<file path="src/kcl_pkg.sv">
// Shared constants and types for the keypad code lock.
// No dependencies; used by kcl_engine and keypad_code_lock_core.
package kcl_pkg;

  localparam int CODE_DIGITS_DEF = 6;
  localparam int KEY_W = 4;
  localparam int TIMEOUT_W = 16;
  localparam int DIGITS_OUT_W = 3;

  localparam logic [TIMEOUT_W-1:0] TIMEOUT_RESET = 16'd5000;
  localparam logic [TIMEOUT_W-1:0] IDLE_MAX = 16'hFFFF;

  localparam logic REQ_KEY = 1'b0;
  localparam logic REQ_TICK = 1'b1;

  localparam logic [KEY_W-1:0] KEY_CLEAR = 4'd10;
  localparam logic [KEY_W-1:0] KEY_CHANGE = 4'd11;
  localparam logic [KEY_W-1:0] KEY_ENTER = 4'd12;

  // Packed so that the last result field, unlocked, sits in the lowest bit.
  typedef struct packed {
    logic code_saved;
    logic wrong_code_seen;
    logic [DIGITS_OUT_W-1:0] digits_entered;
    logic change_mode;
    logic entry_mode;
    logic unlocked;
  } kcl_status_t;

endpackage

</file>
<file path="src/kcl_engine.sv">
// Lock state and its combinational update for one key event or timer tick.
// Depends on kcl_pkg.
module kcl_engine import kcl_pkg::*; #(
  parameter int CODE_DIGITS = CODE_DIGITS_DEF
) (
  input  logic                 clk,
  input  logic                 rst_n,
  input  logic                 cfg_wr_en,
  input  logic [TIMEOUT_W-1:0] cfg_wr_data,
  input  logic                 item_fire,
  input  logic                 req_type,
  input  logic [KEY_W-1:0]     key_code,
  output kcl_status_t          status_nxt
);

  localparam int CNT_W = $clog2(CODE_DIGITS + 1);
  localparam logic [CNT_W-1:0] CNT_FULL = CNT_W'(CODE_DIGITS);

  logic [CODE_DIGITS-1:0][KEY_W-1:0] entry_r;
  logic [CODE_DIGITS-1:0][KEY_W-1:0] code_r;
  logic [CNT_W-1:0]     cnt_r, cnt_nxt;
  logic                 ea_r, ea_nxt;
  logic                 ca_r, ca_nxt;
  logic                 unl_r, unl_nxt;
  logic                 wrong_r, wrong_nxt;
  logic [TIMEOUT_W-1:0] idle_r, idle_nxt;
  logic [TIMEOUT_W-1:0] timeout_r;
  logic [TIMEOUT_W-1:0] idle_inc;
  logic [CODE_DIGITS-1:0] entry_wr;
  logic                 digit_wr;
  logic                 code_wr;
  logic                 full;
  logic                 match;

  assign full = (cnt_r == CNT_FULL);
  assign match = (entry_r == code_r);
  assign idle_inc = (idle_r != IDLE_MAX) ? idle_r + 16'd1 : idle_r;

  always_comb begin
    cnt_nxt = cnt_r;
    ea_nxt = ea_r;
    ca_nxt = ca_r;
    unl_nxt = unl_r;
    wrong_nxt = wrong_r;
    idle_nxt = idle_r;
    digit_wr = 1'b0;
    code_wr = 1'b0;
    if (req_type == REQ_TICK) begin
      if (idle_inc >= timeout_r) begin
        unl_nxt = 1'b0;
        idle_nxt = '0;
      end else begin
        idle_nxt = idle_inc;
      end
    end else if (key_code <= KEY_ENTER) begin
      idle_nxt = '0;
      case (key_code)
        KEY_CLEAR: begin
          if (ea_r && !full) begin
            cnt_nxt = '0;
          end
        end
        KEY_CHANGE: begin
          if (unl_r) begin
            ca_nxt = 1'b1;
          end
          if ((ca_r || unl_r) && full) begin
            code_wr = 1'b1;
            ca_nxt = 1'b0;
            unl_nxt = 1'b1;
            cnt_nxt = '0;
          end
        end
        KEY_ENTER: begin
          ea_nxt = 1'b1;
          if (full) begin
            unl_nxt = match;
            wrong_nxt = wrong_r | !match;
            ea_nxt = 1'b0;
            cnt_nxt = '0;
          end
        end
        default: begin
          if ((ea_r || ca_r) && !full) begin
            digit_wr = 1'b1;
            cnt_nxt = cnt_r + 1'b1;
          end
        end
      endcase
    end
  end

  always_comb begin
    for (int i = 0; i < CODE_DIGITS; i++) begin
      entry_wr[i] = digit_wr && (cnt_r == CNT_W'(i));
    end
  end

  always_comb begin
    status_nxt.unlocked = unl_nxt;
    status_nxt.entry_mode = ea_nxt;
    status_nxt.change_mode = ca_nxt;
    status_nxt.digits_entered = DIGITS_OUT_W'(cnt_nxt);
    status_nxt.wrong_code_seen = wrong_nxt;
    status_nxt.code_saved = code_wr;
  end

  always_ff @(posedge clk) begin
    if (!rst_n) begin
      cnt_r <= '0;
      ea_r <= 1'b0;
      ca_r <= 1'b0;
      unl_r <= 1'b0;
      wrong_r <= 1'b0;
      idle_r <= '0;
      code_r <= '0;
    end else if (item_fire) begin
      cnt_r <= cnt_nxt;
      ea_r <= ea_nxt;
      ca_r <= ca_nxt;
      unl_r <= unl_nxt;
      wrong_r <= wrong_nxt;
      idle_r <= idle_nxt;
      if (code_wr) begin
        code_r <= entry_r;
      end
    end
  end

  always_ff @(posedge clk) begin
    if (!rst_n) begin
      timeout_r <= TIMEOUT_RESET;
    end else if (cfg_wr_en) begin
      timeout_r <= cfg_wr_data;
    end
  end

  always_ff @(posedge clk) begin
    for (int i = 0; i < CODE_DIGITS; i++) begin
      if (item_fire && entry_wr[i]) begin
        entry_r[i] <= key_code;
      end
    end
  end

endmodule

</file>
<file path="src/keypad_code_lock_core.sv">
// Keypad code lock: one result transfer per input transfer, through an input register
// and then a result register holding the updated lock state.
// Throughput is one item per cycle while out_tready is high; the input register refills while a result waits.
// Synchronous active-low reset relocks, empties the entry, zeroes the stored code
// and sets the idle timeout to 5000 ticks.
// Depends on kcl_pkg and kcl_engine.
module keypad_code_lock_core import kcl_pkg::*; #(
  parameter int CODE_DIGITS = CODE_DIGITS_DEF
) (
  input  logic                 clk,
  input  logic                 rst_n,
  input  logic                 cfg_wr_en,
  input  logic [TIMEOUT_W-1:0] cfg_wr_data,
  input  logic                 in_tvalid,
  output logic                 in_tready,
  input  logic [7:0]           in_tdata,   // [3:0] key_code, [7:4] zero
  input  logic                 in_tuser,   // [0] req_type
  output logic                 out_tvalid,
  input  logic                 out_tready,
  output logic [7:0]           out_tdata   // [0] unlocked, [1] entry_mode,
                                           // [2] change_mode, [5:3] digits_entered,
                                           // [6] wrong_code_seen, [7] code_saved
);

  logic              in_vld_r;
  logic              in_req_r;
  logic [KEY_W-1:0]  in_key_r;
  logic              out_vld_r;
  kcl_status_t       out_data_r;
  kcl_status_t       status_nxt;
  logic              adv;
  logic              fire;

  assign adv = !out_vld_r || out_tready;
  assign fire = in_vld_r && adv;
  assign in_tready = !in_vld_r || adv;
  assign out_tvalid = out_vld_r;
  assign out_tdata = out_data_r;

  kcl_engine #(
    .CODE_DIGITS(CODE_DIGITS)
  ) u_engine (
    .clk        (clk),
    .rst_n      (rst_n),
    .cfg_wr_en  (cfg_wr_en),
    .cfg_wr_data(cfg_wr_data),
    .item_fire  (fire),
    .req_type   (in_req_r),
    .key_code   (in_key_r),
    .status_nxt (status_nxt)
  );

  always_ff @(posedge clk) begin
    if (!rst_n) begin
      in_vld_r <= 1'b0;
      out_vld_r <= 1'b0;
    end else begin
      if (in_tready) begin
        in_vld_r <= in_tvalid;
      end
      if (adv) begin
        out_vld_r <= in_vld_r;
      end
    end
  end

  always_ff @(posedge clk) begin
    if (in_tvalid && in_tready) begin
      in_req_r <= in_tuser;
      in_key_r <= in_tdata[KEY_W-1:0];
    end
    if (fire) begin
      out_data_r <= status_nxt;
    end
  end

endmodule

</file>
<file path="config.mk">
export PLATFORM = sky130hd
export DESIGN_NAME = keypad_code_lock_core
export DESIGN_NICKNAME = d
export VERILOG_FILES = /design/src/kcl_pkg.sv /design/src/kcl_engine.sv /design/src/keypad_code_lock_core.sv
export SDC_FILE = /design/constraint.sdc
export NUM_CORES = 1
export LEC_CHECK = 0
export ABC_AREA = 0
export BUFFER_PORTS_ARGS = -buffer_cell sky130_fd_sc_hd__clkbuf_2
export CAP_MARGIN = 20
export CORE_MARGIN = 1.5
export CORE_UTILIZATION = 35
export CTS_CLUSTER_DIAMETER = 120
export CTS_CLUSTER_SIZE = 24
export DETAILED_ROUTE_END_ITERATION = 8
export GPL_ROUTABILITY_DRIVEN = 0
export HOLD_SLACK_MARGIN = 0.08
export PLACE_DENSITY = 0.47
export SLEW_MARGIN = 30
export SYNTH_ARGS = -nofsm -noshare
export SYNTH_HDL_FRONTEND = slang
export SYNTH_SLANG_ARGS = --single-unit
</file>
<file path="constraint.sdc">
create_clock -name clk -period 10 [get_ports clk]
set_clock_uncertainty 0.2 [all_clocks]
set_input_delay 1 -clock clk [delete_from_list [all_inputs] [get_ports clk]]
set_output_delay 1 -clock clk [all_outputs]
set_load 0.01 [all_outputs]
</file>
==> results of run 1 <==
==> cells in the final DEF, fill, tap and decap left out, types with 7 or more instances in the layout <==
master	netlist	final
a21oi_1	11	11
nor2_1	18	18
nand4_1	10	10
o21ai_0	8	8
ha_1	22	22
clkbuf_2	0	35
xnor2_1	14	14
a21boi_1	21	21
and2_1	8	8
nand2_1	80	80
xor2_1	19	19
a21boi_0	7	7
nor2b_1	24	24
inv_1	24	24
mux2i_1	13	13
dfxtp_1	65	65
clkbuf_16	0	10
and3_1	8	8
edfxtp_1	37	37
a32oi_1	8	8
o211ai_1	9	9
==> cell usage after synthesis (9+ instances only) <==
master,instances,area (um^2)
nand2_1,80,300
dfxtp_1,65,1300
edfxtp_1,37,1110
inv_1,24,90.1
nor2b_1,24,150
ha_1,22,275
a21boi_1,21,158
xor2_1,19,166
nor2_1,18,67.6
clkbuf_1,16,60.1
xnor2_1,14,123
mux2i_1,13,130
a21oi_1,11,55.1
nand4_1,10,62.6
o211ai_1,9,67.6
==> routing by layer <==
layer,vias up,wire [um]
li1,1856,-
met1,1735,4910
met2,51,5590
met3,15,336
met4,0,184
met5,-,0
==> kinds of logic (layout without fill, tap and decap cells) <==
family	count (synthesis)	after routing	synth area share
buffers and inverters	46	79	0.0362
adders and majority gates	22	22	0.0538
DFF	102	102	0.472
and+or+nand+nor	190	190	0.205
xor gates and xnor gates	33	33	0.0565
muxes	18	18	0.0372
AOI/OAI and AO/OA	96	96	0.140
==> path summary, 6_finish.rpt <==
path / to / depth (start not counted) / from
worst max register to register: u_engine.idle_r[11] / 13 / u_engine.idle_r[0]
worst min-delay path: u_engine.code_r[22] / 2 / u_engine.code_r[22]
worst min register to register: u_engine.code_r[22] / 2 / u_engine.code_r[22]
worst max-delay path: u_engine.idle_r[11] / 13 / u_engine.idle_r[0]
==> power groups by stage <==
stage / logic (mW) / clock network [mW] / registers (mW)
2_1_floorplan: 0.0297 / 0 / 0.451
3_3_place_gp: 0.0439 / 0 / 0.453
3_5_place_dp: 0.0446 / 0 / 0.453
4_1_cts: 0.0448 / 0.380 / 0.444
5_1_grt: 0.0496 / 0.395 / 0.445
6_report: 0.0439 / 0.363 / 0.444
==> per-stage QoR <==
stage,utilization,worst slack [ns]
after global routing,0.400,6.09
after detailed placement,0.378,6.41
final,0.400,6.39
after floorplan,-,6.68
after global placement,0.378,6.43
after CTS,0.400,6.39
==> critical path, stage by stage (launching register included) <==
cell and delay, ns:
dfxtp_1 0.36, ha_1 0.30, nand4_1 0.17, nor4_4 0.08, or4b_1 0.53, and2_1 0.19
or2_1 0.23, ha_1 0.29, a21oi_1 0.17, o2111ai_1 0.14, a31oi_1 0.18, buf_4 0.26
and2_1 0.24, a32o_1 0.18
==> registers in the layout (all words and copies together), names as in the netlist, 3 cells and up <==
| name | flops |
|---|---|
| u_engine.code_r | 24 |
| u_engine.entry_r | 24 |
| u_engine.idle_r | 16 |
| u_engine.timeout_r | 16 |
| out_tdata | 8 |
| in_key_r | 4 |
| u_engine.cnt_r | 3 |
==> layout make-up <==
cell class | count | share of cell area
inverter | 24 | 0.0156
clock inverter | 4 | 0.00911
tap | 184 | 0.0399
timing repair buffer | 39 | 0.0356
sequential | 102 | 0.418
clock buffer | 12 | 0.0447
multi-input combinational | 359 | 0.437
==> summary.txt, run 1 <==
Synthesis
  – Sequential element share of the synthesized area: 0.472
  – Seq cells post-synth: 102
  – Post-Syn Area: 0.00512 mm^2
  – Most used DFF post-synth: dfxtp_1
  – Synth Net Count: 559
  – Yosys warnings: 0
  – Synth cell types: 61
  – Share of synthesized registers carrying an async set or reset: 0
  – Synthesized area per cell: 10.1 um^2
  – EDFF count, synth: 37
  – Synthesized instance count: 507

Pwr
  – Clk pwr share: 0.427
  – VDD IR-drop max: 0.0000827 V
  – Pleak: 2.26 nW
  – Int Power: 666 uW
  – Switching power: 185 uW
  – PwrDens: 147 mW/mm^2
  – Total power: 851 uW
  – Seq pwr share: 0.521
  – Comb power frac: 0.052
  – Sw Ratio: 0.217

Floorplan
  – Core area: 0.0144 mm^2
  – Chip Height: 124 um
  – Initial core utilization: 0.355
  – Site row count: 44
  – Die width: 124 um
  – Die area: 0.0154 mm^2
  – IO Pins: 40

Setup path
  – CP Launch Type: flip-flop
  – Register-to-register setup slack: 6.39 ns
  – Setup crit end kind: flip-flop
  – Worst Path Required: 10.09 ns
  – WP data arrival: 3.69 ns
  – CP max FO: 20
  – CP Class: flip-flop to flip-flop

Finish
  – Syn-to-layout area delta: 12.8%
  – Ant. Diodes: 0
  – Filler cell count: 1445
  – Finished Layout Cells: 724
  – Final instance area: 0.00577 mm^2
  – Area of the multi-input gates: 0.00252 mm^2
  – Layout cells sized above 1: 0.146
  – Reg area: 0.00241 mm^2
  – Layout Nets: 587

Clocking
  – Clk Latency, worst-skew pair: 0.35 ns
  – CTS tree: done
  – Root buffer cell: clkbuf_16
  – H-tree depth: 3
  – Hold buffers post-CTS: 0
  – Post_cts resized: 0
  – Clock Tree Buf Depth: 2
  – # Post-CTS Setup Buffers: 0
  – CTS buffer count: 9
  – Clk sinks: 102
  – Worst-path clk slew: 0.07 ns

Drt
  – Wirelength per Cell: 15.2 um
  – DRT antenna net count: 0
  – Avg Vias per Cell: 5.05
  – Remaining DRCs: 0
  – Initial DRC Count: 163
  – Via count: 3657
  – WL final: 11.0 mm
  – Drt first pass iters: 4

Timing
  – Final setup vio count: 0
  – Fmax: 277 MHz
  – Setup TNS: 0 ns
  – Hold WS: 0.265 ns
  – Crit path time final: 3.61 ns
  – Fin. max-slew vios: 0
  – RSZ-0062 raised after global routing: no
  – Slew @ Worst Pin: 0.868 ns
  – Final worst-path cycle share: 0.361
  – Final Hold Vio Count: 0
  – Max transition margin: 0.420

Placed design
  – Placed cell count: 708
  – IO Port Bufs: 35
  – Post-DP HPWL: 7.67 mm
  – Placed Area: 0.00546 mm^2

GRT
  – Vias in the first global route: 3490
  – Initial antenna violation count: 0
  – Pin count of the biggest net entering global routing: 74
  – Total grt overflow: 0
  – M1 GR Usage: 0.178
  – M3 GR Usage: 0.0426
  – Top Usage Layer GRT: met2
  – Gr usage total: 0.154
  – First-pass GRT wire length: 17.7 mm
  – Met2 GRT Util: 0.275

Flow run
  – Max-cap viol count: 0

Status
  – Status: complete, no violations

Worst hold path
  – Worst min path class: flip-flop to flip-flop
Note: power is estimated with default switching activity, not from simulation.
==> inputs of run 2 (changes only) <==
==> constraint.sdc (replaced) <==
create_clock -name clk -period 3.5 [get_ports clk]
set_clock_uncertainty 0.2 [all_clocks]
set_input_delay 0.35 -clock clk [delete_from_list [all_inputs] [get_ports clk]]
set_output_delay 0.35 -clock clk [all_outputs]
set_load 0.01 [all_outputs]
==> run 2 against run 1 <==
Against the previous run: first-iteration DRC count rose by 41%; non-clock buffer count rose by 47; clock-buffer cell count fell by 1; highest routed layer unchanged.
==> summary.txt, run 2 (synthesis gave the netlist of run 1 again) <==
Status
  – Status: complete, no violations

GRT
  – Vias in the first global route: 3736
  – First-pass GRT wire length: 19.1 mm
  – Total grt overflow: 0
  – Pin count of the biggest net entering global routing: 43
  – Initial antenna violation count: 0
  – Gr usage total: 0.164

Pwr
  – Pleak: 2.53 nW
  – PwrDens: 396 mW/mm^2
  – VDD IR-drop max: 0.000239 V
  – Total power: 2.52 mW

Floorplan
  – Site row count: 44
  – Core area: 0.0144 mm^2
  – Initial core utilization: 0.355
  – Die area: 0.0154 mm^2
  – Chip Height: 124 um
  – Die width: 124 um
  – IO Pins: 40

Timing
  – Slew @ Worst Pin: 0.794 ns
  – Crit path time final: 3.41 ns
  – Max transition margin: 0.470
  – Final setup vio count: 0
  – Setup TNS: 0 ns
  – Final worst-path cycle share: 0.975
  – Fin. max-slew vios: 0
  – Fmax: 293 MHz
  – Final Hold Vio Count: 0

Setup path
  – Worst stage delay on the critical path: 0.54 ns
  – Crit-path slowest cell: or4b_1
  – WP data arrival: 3.44 ns
  – CP Class: flip-flop to flip-flop
  – Family with the most delay on the worst path: simple AND/OR/NAND/NOR gates
  – Setup crit end kind: flip-flop
  – Crit path from: u_engine.idle_r[1]
  – CP Launch Type: flip-flop
  – Worst Path Required: 3.53 ns
  – Most frequent CP cell: ha_4
  – CP max FO: 5
  – Critical path buffers and inverters: 2
  – Worst-path cell chain: ha_4 > nand4_1 > nor4_4 > or4b_1 > and2_4 > or2_4 > ha_4 > o211ai_1 > o21ai_2 > a31oi_4 > buf_4 > clkbuf_16 > o311ai_0 > o21ai_1
  – Reg2Reg Launch Point: u_engine.idle_r[1]

Finish
  – Layout Nets: 634
  – Filler cell count: 1366
  – Finished Layout Cells: 771
  – Commonest cells after routing, fill and taps aside: 80 x nand2_1, 59 x dfxtp_1, 37 x edfxtp_1, 35 x clkbuf_2, 25 x buf_4
  – Syn-to-layout area delta: 24.2%
  – Regs by FF count: u_engine.code_r (24), u_engine.entry_r (24)
  – Most common cell after layout, fill and taps aside: nand2_1
  – Final instance area: 0.00636 mm^2
  – Reg area: 0.00242 mm^2
  – Ant. Diodes: 0
  – Layout cells sized above 1: 0.210
  – Area of the multi-input gates: 0.00264 mm^2

Placed design
  – Placed Area: 0.00557 mm^2
  – Post-DP HPWL: 7.99 mm
  – Placed cell count: 722
  – IO Port Bufs: 35

Drt
  – DRT antenna net count: 0
  – Via count: 3841
  – Wirelength per Cell: 15.2 um
  – Remaining DRCs: 0
  – Drt first pass iters: 4
  – WL final: 11.7 mm
  – Avg Vias per Cell: 4.98
  – Initial DRC Count: 230

Clocking
  – Clk sinks: 102
  – CTS buffer count: 9
  – CTS tree: done
  – Worst-path clk slew: 0.07 ns
  – Clk Latency, worst-skew pair: 0.35 ns
  – Root buffer cell: clkbuf_16
  – Clock Tree Buf Depth: 2
  – H-tree depth: 3

Flow run
  – Max-cap viol count: 0

Worst hold path
  – Worst min path class: input pin to flip-flop
  – Hold path start: out_tready
## run 2: report_power, final
part | internal (mW) | total (mW) | switching (mW)
clock network | 0.632 | 1.08 | 0.448
logic | 0.0857 | 0.172 | 0.0864
registers | 1.25 | 1.26 | 0.0172
## run 2: metrics by stage
stage | setup slack, ns | hold WS [ns] | utilization
6_report | 0.0876 | 0.136 | 0.441
4_1_cts | 0.0627 | 0.129 | 0.424
2_1_floorplan | 0.182 | 0.241 | -
3_3_place_gp | 0.125 | 0.248 | 0.386
3_5_place_dp | 0.0229 | 0.257 | 0.386
5_1_grt | -0.00965 | 0.140 | 0.441
## run 2: final timing paths
kind	slack, ns	cells past startpoint	to
worst max-delay path	0.09	14	u_engine.unl_r
worst min-delay path	0.14	3	out_tvalid
worst max register to register	0.09	14	u_engine.unl_r
worst min register to register	0.26	2	u_engine.code_r[17]
## run 2: timing repair
item                       4_1_cts  5_1_grt
buffers inserted                 0        8
hold endpoints to repair        22        0
hold buffers                    22        0
pin swaps                        1       12
setup endpoints to repair        4       18
cloned                           0        3
resized for setup                1       27
## run 2: final cells by class
type | count | share of cell area
clock buffers | 11 | 0.0366
clock inverters | 5 | 0.0132
inverters | 24 | 0.0142
multi-input cells | 359 | 0.415
flip-flops and latches | 102 | 0.381
well taps | 184 | 0.0362
repair buffers | 86 | 0.105
## run 2: worst min-delay path, cell delays in order
cell and delay [ns]:
clkbuf_2 0.08, nor2b_1 0.06, o21a_1 0.16
## run 2: layer usage
metal  track usage  vias to the layer above  wire length, um
met5             0                        -                0
met4        0.0483                        0              136
met3        0.0362                        9              255
met2         0.301                       34             6160
met1         0.192                     1850             5170
li1              -                     1948                -
==> inputs of run 3 (changes only) <==
--- a/config.mk
+++ b/config.mk
@@ -7,7 +7,6 @@
 export LEC_CHECK = 0
 export ABC_AREA = 0
 export BUFFER_PORTS_ARGS = -buffer_cell sky130_fd_sc_hd__clkbuf_2
-export CAP_MARGIN = 20
 export CORE_MARGIN = 1.5
 export CORE_UTILIZATION = 35
 export CTS_CLUSTER_DIAMETER = 120
@@ -16,6 +15,7 @@
 export GPL_ROUTABILITY_DRIVEN = 0
 export HOLD_SLACK_MARGIN = 0.08
 export PLACE_DENSITY = 0.47
+export REMOVE_ABC_BUFFERS = 1
 export SLEW_MARGIN = 30
 export SYNTH_ARGS = -nofsm -noshare
 export SYNTH_HDL_FRONTEND = slang
==> run 3 against run 2 <==
Against the previous run: clock power shrank 11%; critical endpoint is now u_engine.idle_r[3]; hold slack got worse by 0.00059 ns; maximum frequency increased by 2.8%; non-clock buffer count down 15; register-to-register slack improved by 0.09 ns; final area is 4.1% lower; wire length fell by 3.5%; clock-buffer cell count down 2; largest cell class unchanged; sequential power barely moved; setup slack improved by 0.094 ns; core utilization decreased by 1.8 points.
==> summary.txt, run 3 (synthesis gave the netlist of run 1 again) <==
Timing
  – Slew @ Worst Pin: 0.656 ns
  – Final worst-path cycle share: 0.948
  – Final Hold Vio Count: 0
  – Max transition margin: 0.559
  – Setup WS post-layout: 0.181 ns
  – Setup TNS: 0 ns
  – Fin. max-slew vios: 0
  – Crit path time final: 3.32 ns
  – Fmax: 301 MHz
  – Final setup vio count: 0

Worst hold path
  – Worst min path class: input pin to flip-flop

Clocking
  – CTS tree: done
  – Worst-path clk slew: 0.07 ns
  – Clock Tree Buf Depth: 2
  – Root buffer cell: clkbuf_16
  – CTS buffer count: 9
  – H-tree depth: 3
  – Clk Latency, worst-skew pair: 0.35 ns
  – Clk sinks: 102

Finish
  – Commonest cells after routing, fill and taps aside: 80 x nand2_1, 59 x dfxtp_1, 37 x edfxtp_1, 35 x clkbuf_2
  – Layout Nets: 619
  – Most common cell after layout, fill and taps aside: nand2_1
  – Layout cells sized above 1: 0.178
  – Reg area: 0.00242 mm^2
  – Filler cell count: 1415
  – Regs by FF count: u_engine.code_r (24), u_engine.entry_r (24)
  – Syn-to-layout area delta: 19.1%
  – Ant. Diodes: 0
  – Area of the multi-input gates: 0.00257 mm^2
  – Core Util, Final: 0.423
  – Finished Layout Cells: 756

Floorplan
  – Die width: 124 um
  – IO Pins: 40
  – Core area: 0.0144 mm^2
  – Initial core utilization: 0.355
  – Chip Height: 124 um
  – Die area: 0.0154 mm^2
  – Site row count: 44

Pwr
  – Switching power: 575 uW
  – Int Power: 1.81 mW
  – Sw Ratio: 0.241
  – Seq pwr share: 0.531
  – Comb power frac: 0.065
  – VDD IR-drop max: 0.000204 V
  – Clk pwr share: 0.404
  – PwrDens: 392 mW/mm^2
  – Pleak: 2.40 nW

GRT
  – Gr usage total: 0.160
  – Total grt overflow: 0
  – Vias in the first global route: 3632
  – First-pass GRT wire length: 18.6 mm
  – Initial antenna violation count: 0
  – Pin count of the biggest net entering global routing: 43

Placed design
  – Placed cell count: 716
  – IO Port Bufs: 35
  – Setup Slack @ Placement: 0.0742 ns
  – Post-DP HPWL: 7.47 mm

Drt
  – Remaining DRCs: 0
  – Avg Vias per Cell: 4.92
  – WL final: 11.3 mm
  – Via count: 3720
  – DRT antenna net count: 0
  – Initial DRC Count: 194
  – Wirelength per Cell: 15.0 um
  – Drt first pass iters: 4

Status
  – Status: complete, no violations

Setup path
  – CP Launch Type: flip-flop
  – CP Class: flip-flop to flip-flop
  – CP max FO: 6
  – Worst Path Required: 3.54 ns
  – Setup crit end kind: flip-flop
  – WP data arrival: 3.36 ns

Flow run
  – Max-cap viol count: 0
[run 3: changes by cell type in the layout (fill, tap and decap cells not counted), sizes merged]
| cell | delta |
|---|---|
| buf | -13 |
| bufinv | -2 |
| clkbuf | -4 |
| clkinv | +2 |
| inv | +2 |
[run 3: final timing paths]
kind | end | start | cells after the start | slack [ns]
max | u_engine.idle_r[3] | u_engine.idle_r[1] | 14 | 0.18
min | out_tvalid | out_tready | 3 | 0.14
max reg2reg | u_engine.idle_r[3] | u_engine.idle_r[1] | 14 | 0.18
min reg2reg | u_engine.code_r[22] | u_engine.code_r[22] | 2 | 0.27
[run 3: metal layers]
layer,vias up,part of all wire,track usage,routed length (um)
li1,1916,-,-,-
met3,13,0.027,0.0252,306
met4,0,0.019,0.0661,214
met5,-,0,0,0
met2,44,0.43,0.240,4840
met1,1747,0.53,0.228,5950
[run 3: stage by stage]
step / hold slack (ns) / power (mW) / instance area [um^2]
floorplan: 0.241 / 1.36 / 5020
global placement: 0.252 / 1.42 / 5520
detailed placement: 0.253 / 1.43 / 5520
CTS: 0.126 / 2.42 / 6020
global route: 0.153 / 2.50 / 6090
finish: 0.136 / 2.39 / 6090
[run 3: critical path: stages (launching register included)]
cell and delay [ns]:
dfxtp_1 0.34, ha_1 0.21, nand4_1 0.14, nor4_4 0.05, or4b_1 0.52, and2_1 0.18
or2_1 0.27, ha_4 0.29, a21oi_2 0.06, buf_4 0.13, o21ai_2 0.07, a31oi_4 0.13
buf_4 0.19, a31o_2 0.23, a32o_1 0.19
[run 3: layout make-up]
class                           instances  area share
Multi-Input combinational cell        359       0.422
Sequential cell                       102       0.397
Timing Repair Buffer                   71      0.0827
Tap cell                              184      0.0378
Clock buffer                            9      0.0370
Inverter                               24      0.0148
Clock inverter                          7     0.00903
[run 3: timing repair]
item | in CTS | in global routing
endpoints found under the hold margin | 22 | 0
hold buffers | 22 | 0
gates resized for setup | 0 | 19
buffers inserted | 0 | 1
setup endpoints to repair | 0 | 17
[run 3: power groups by stage]
stage | sequential, mW | clock [mW] | combinational, mW
after floorplan | 1.29 | 0 | 0.0695
after global placement | 1.29 | 0 | 0.129
after detailed placement | 1.29 | 0 | 0.131
after CTS | 1.27 | 1.00 | 0.151
after global routing | 1.27 | 1.06 | 0.175
final | 1.27 | 0.965 | 0.156
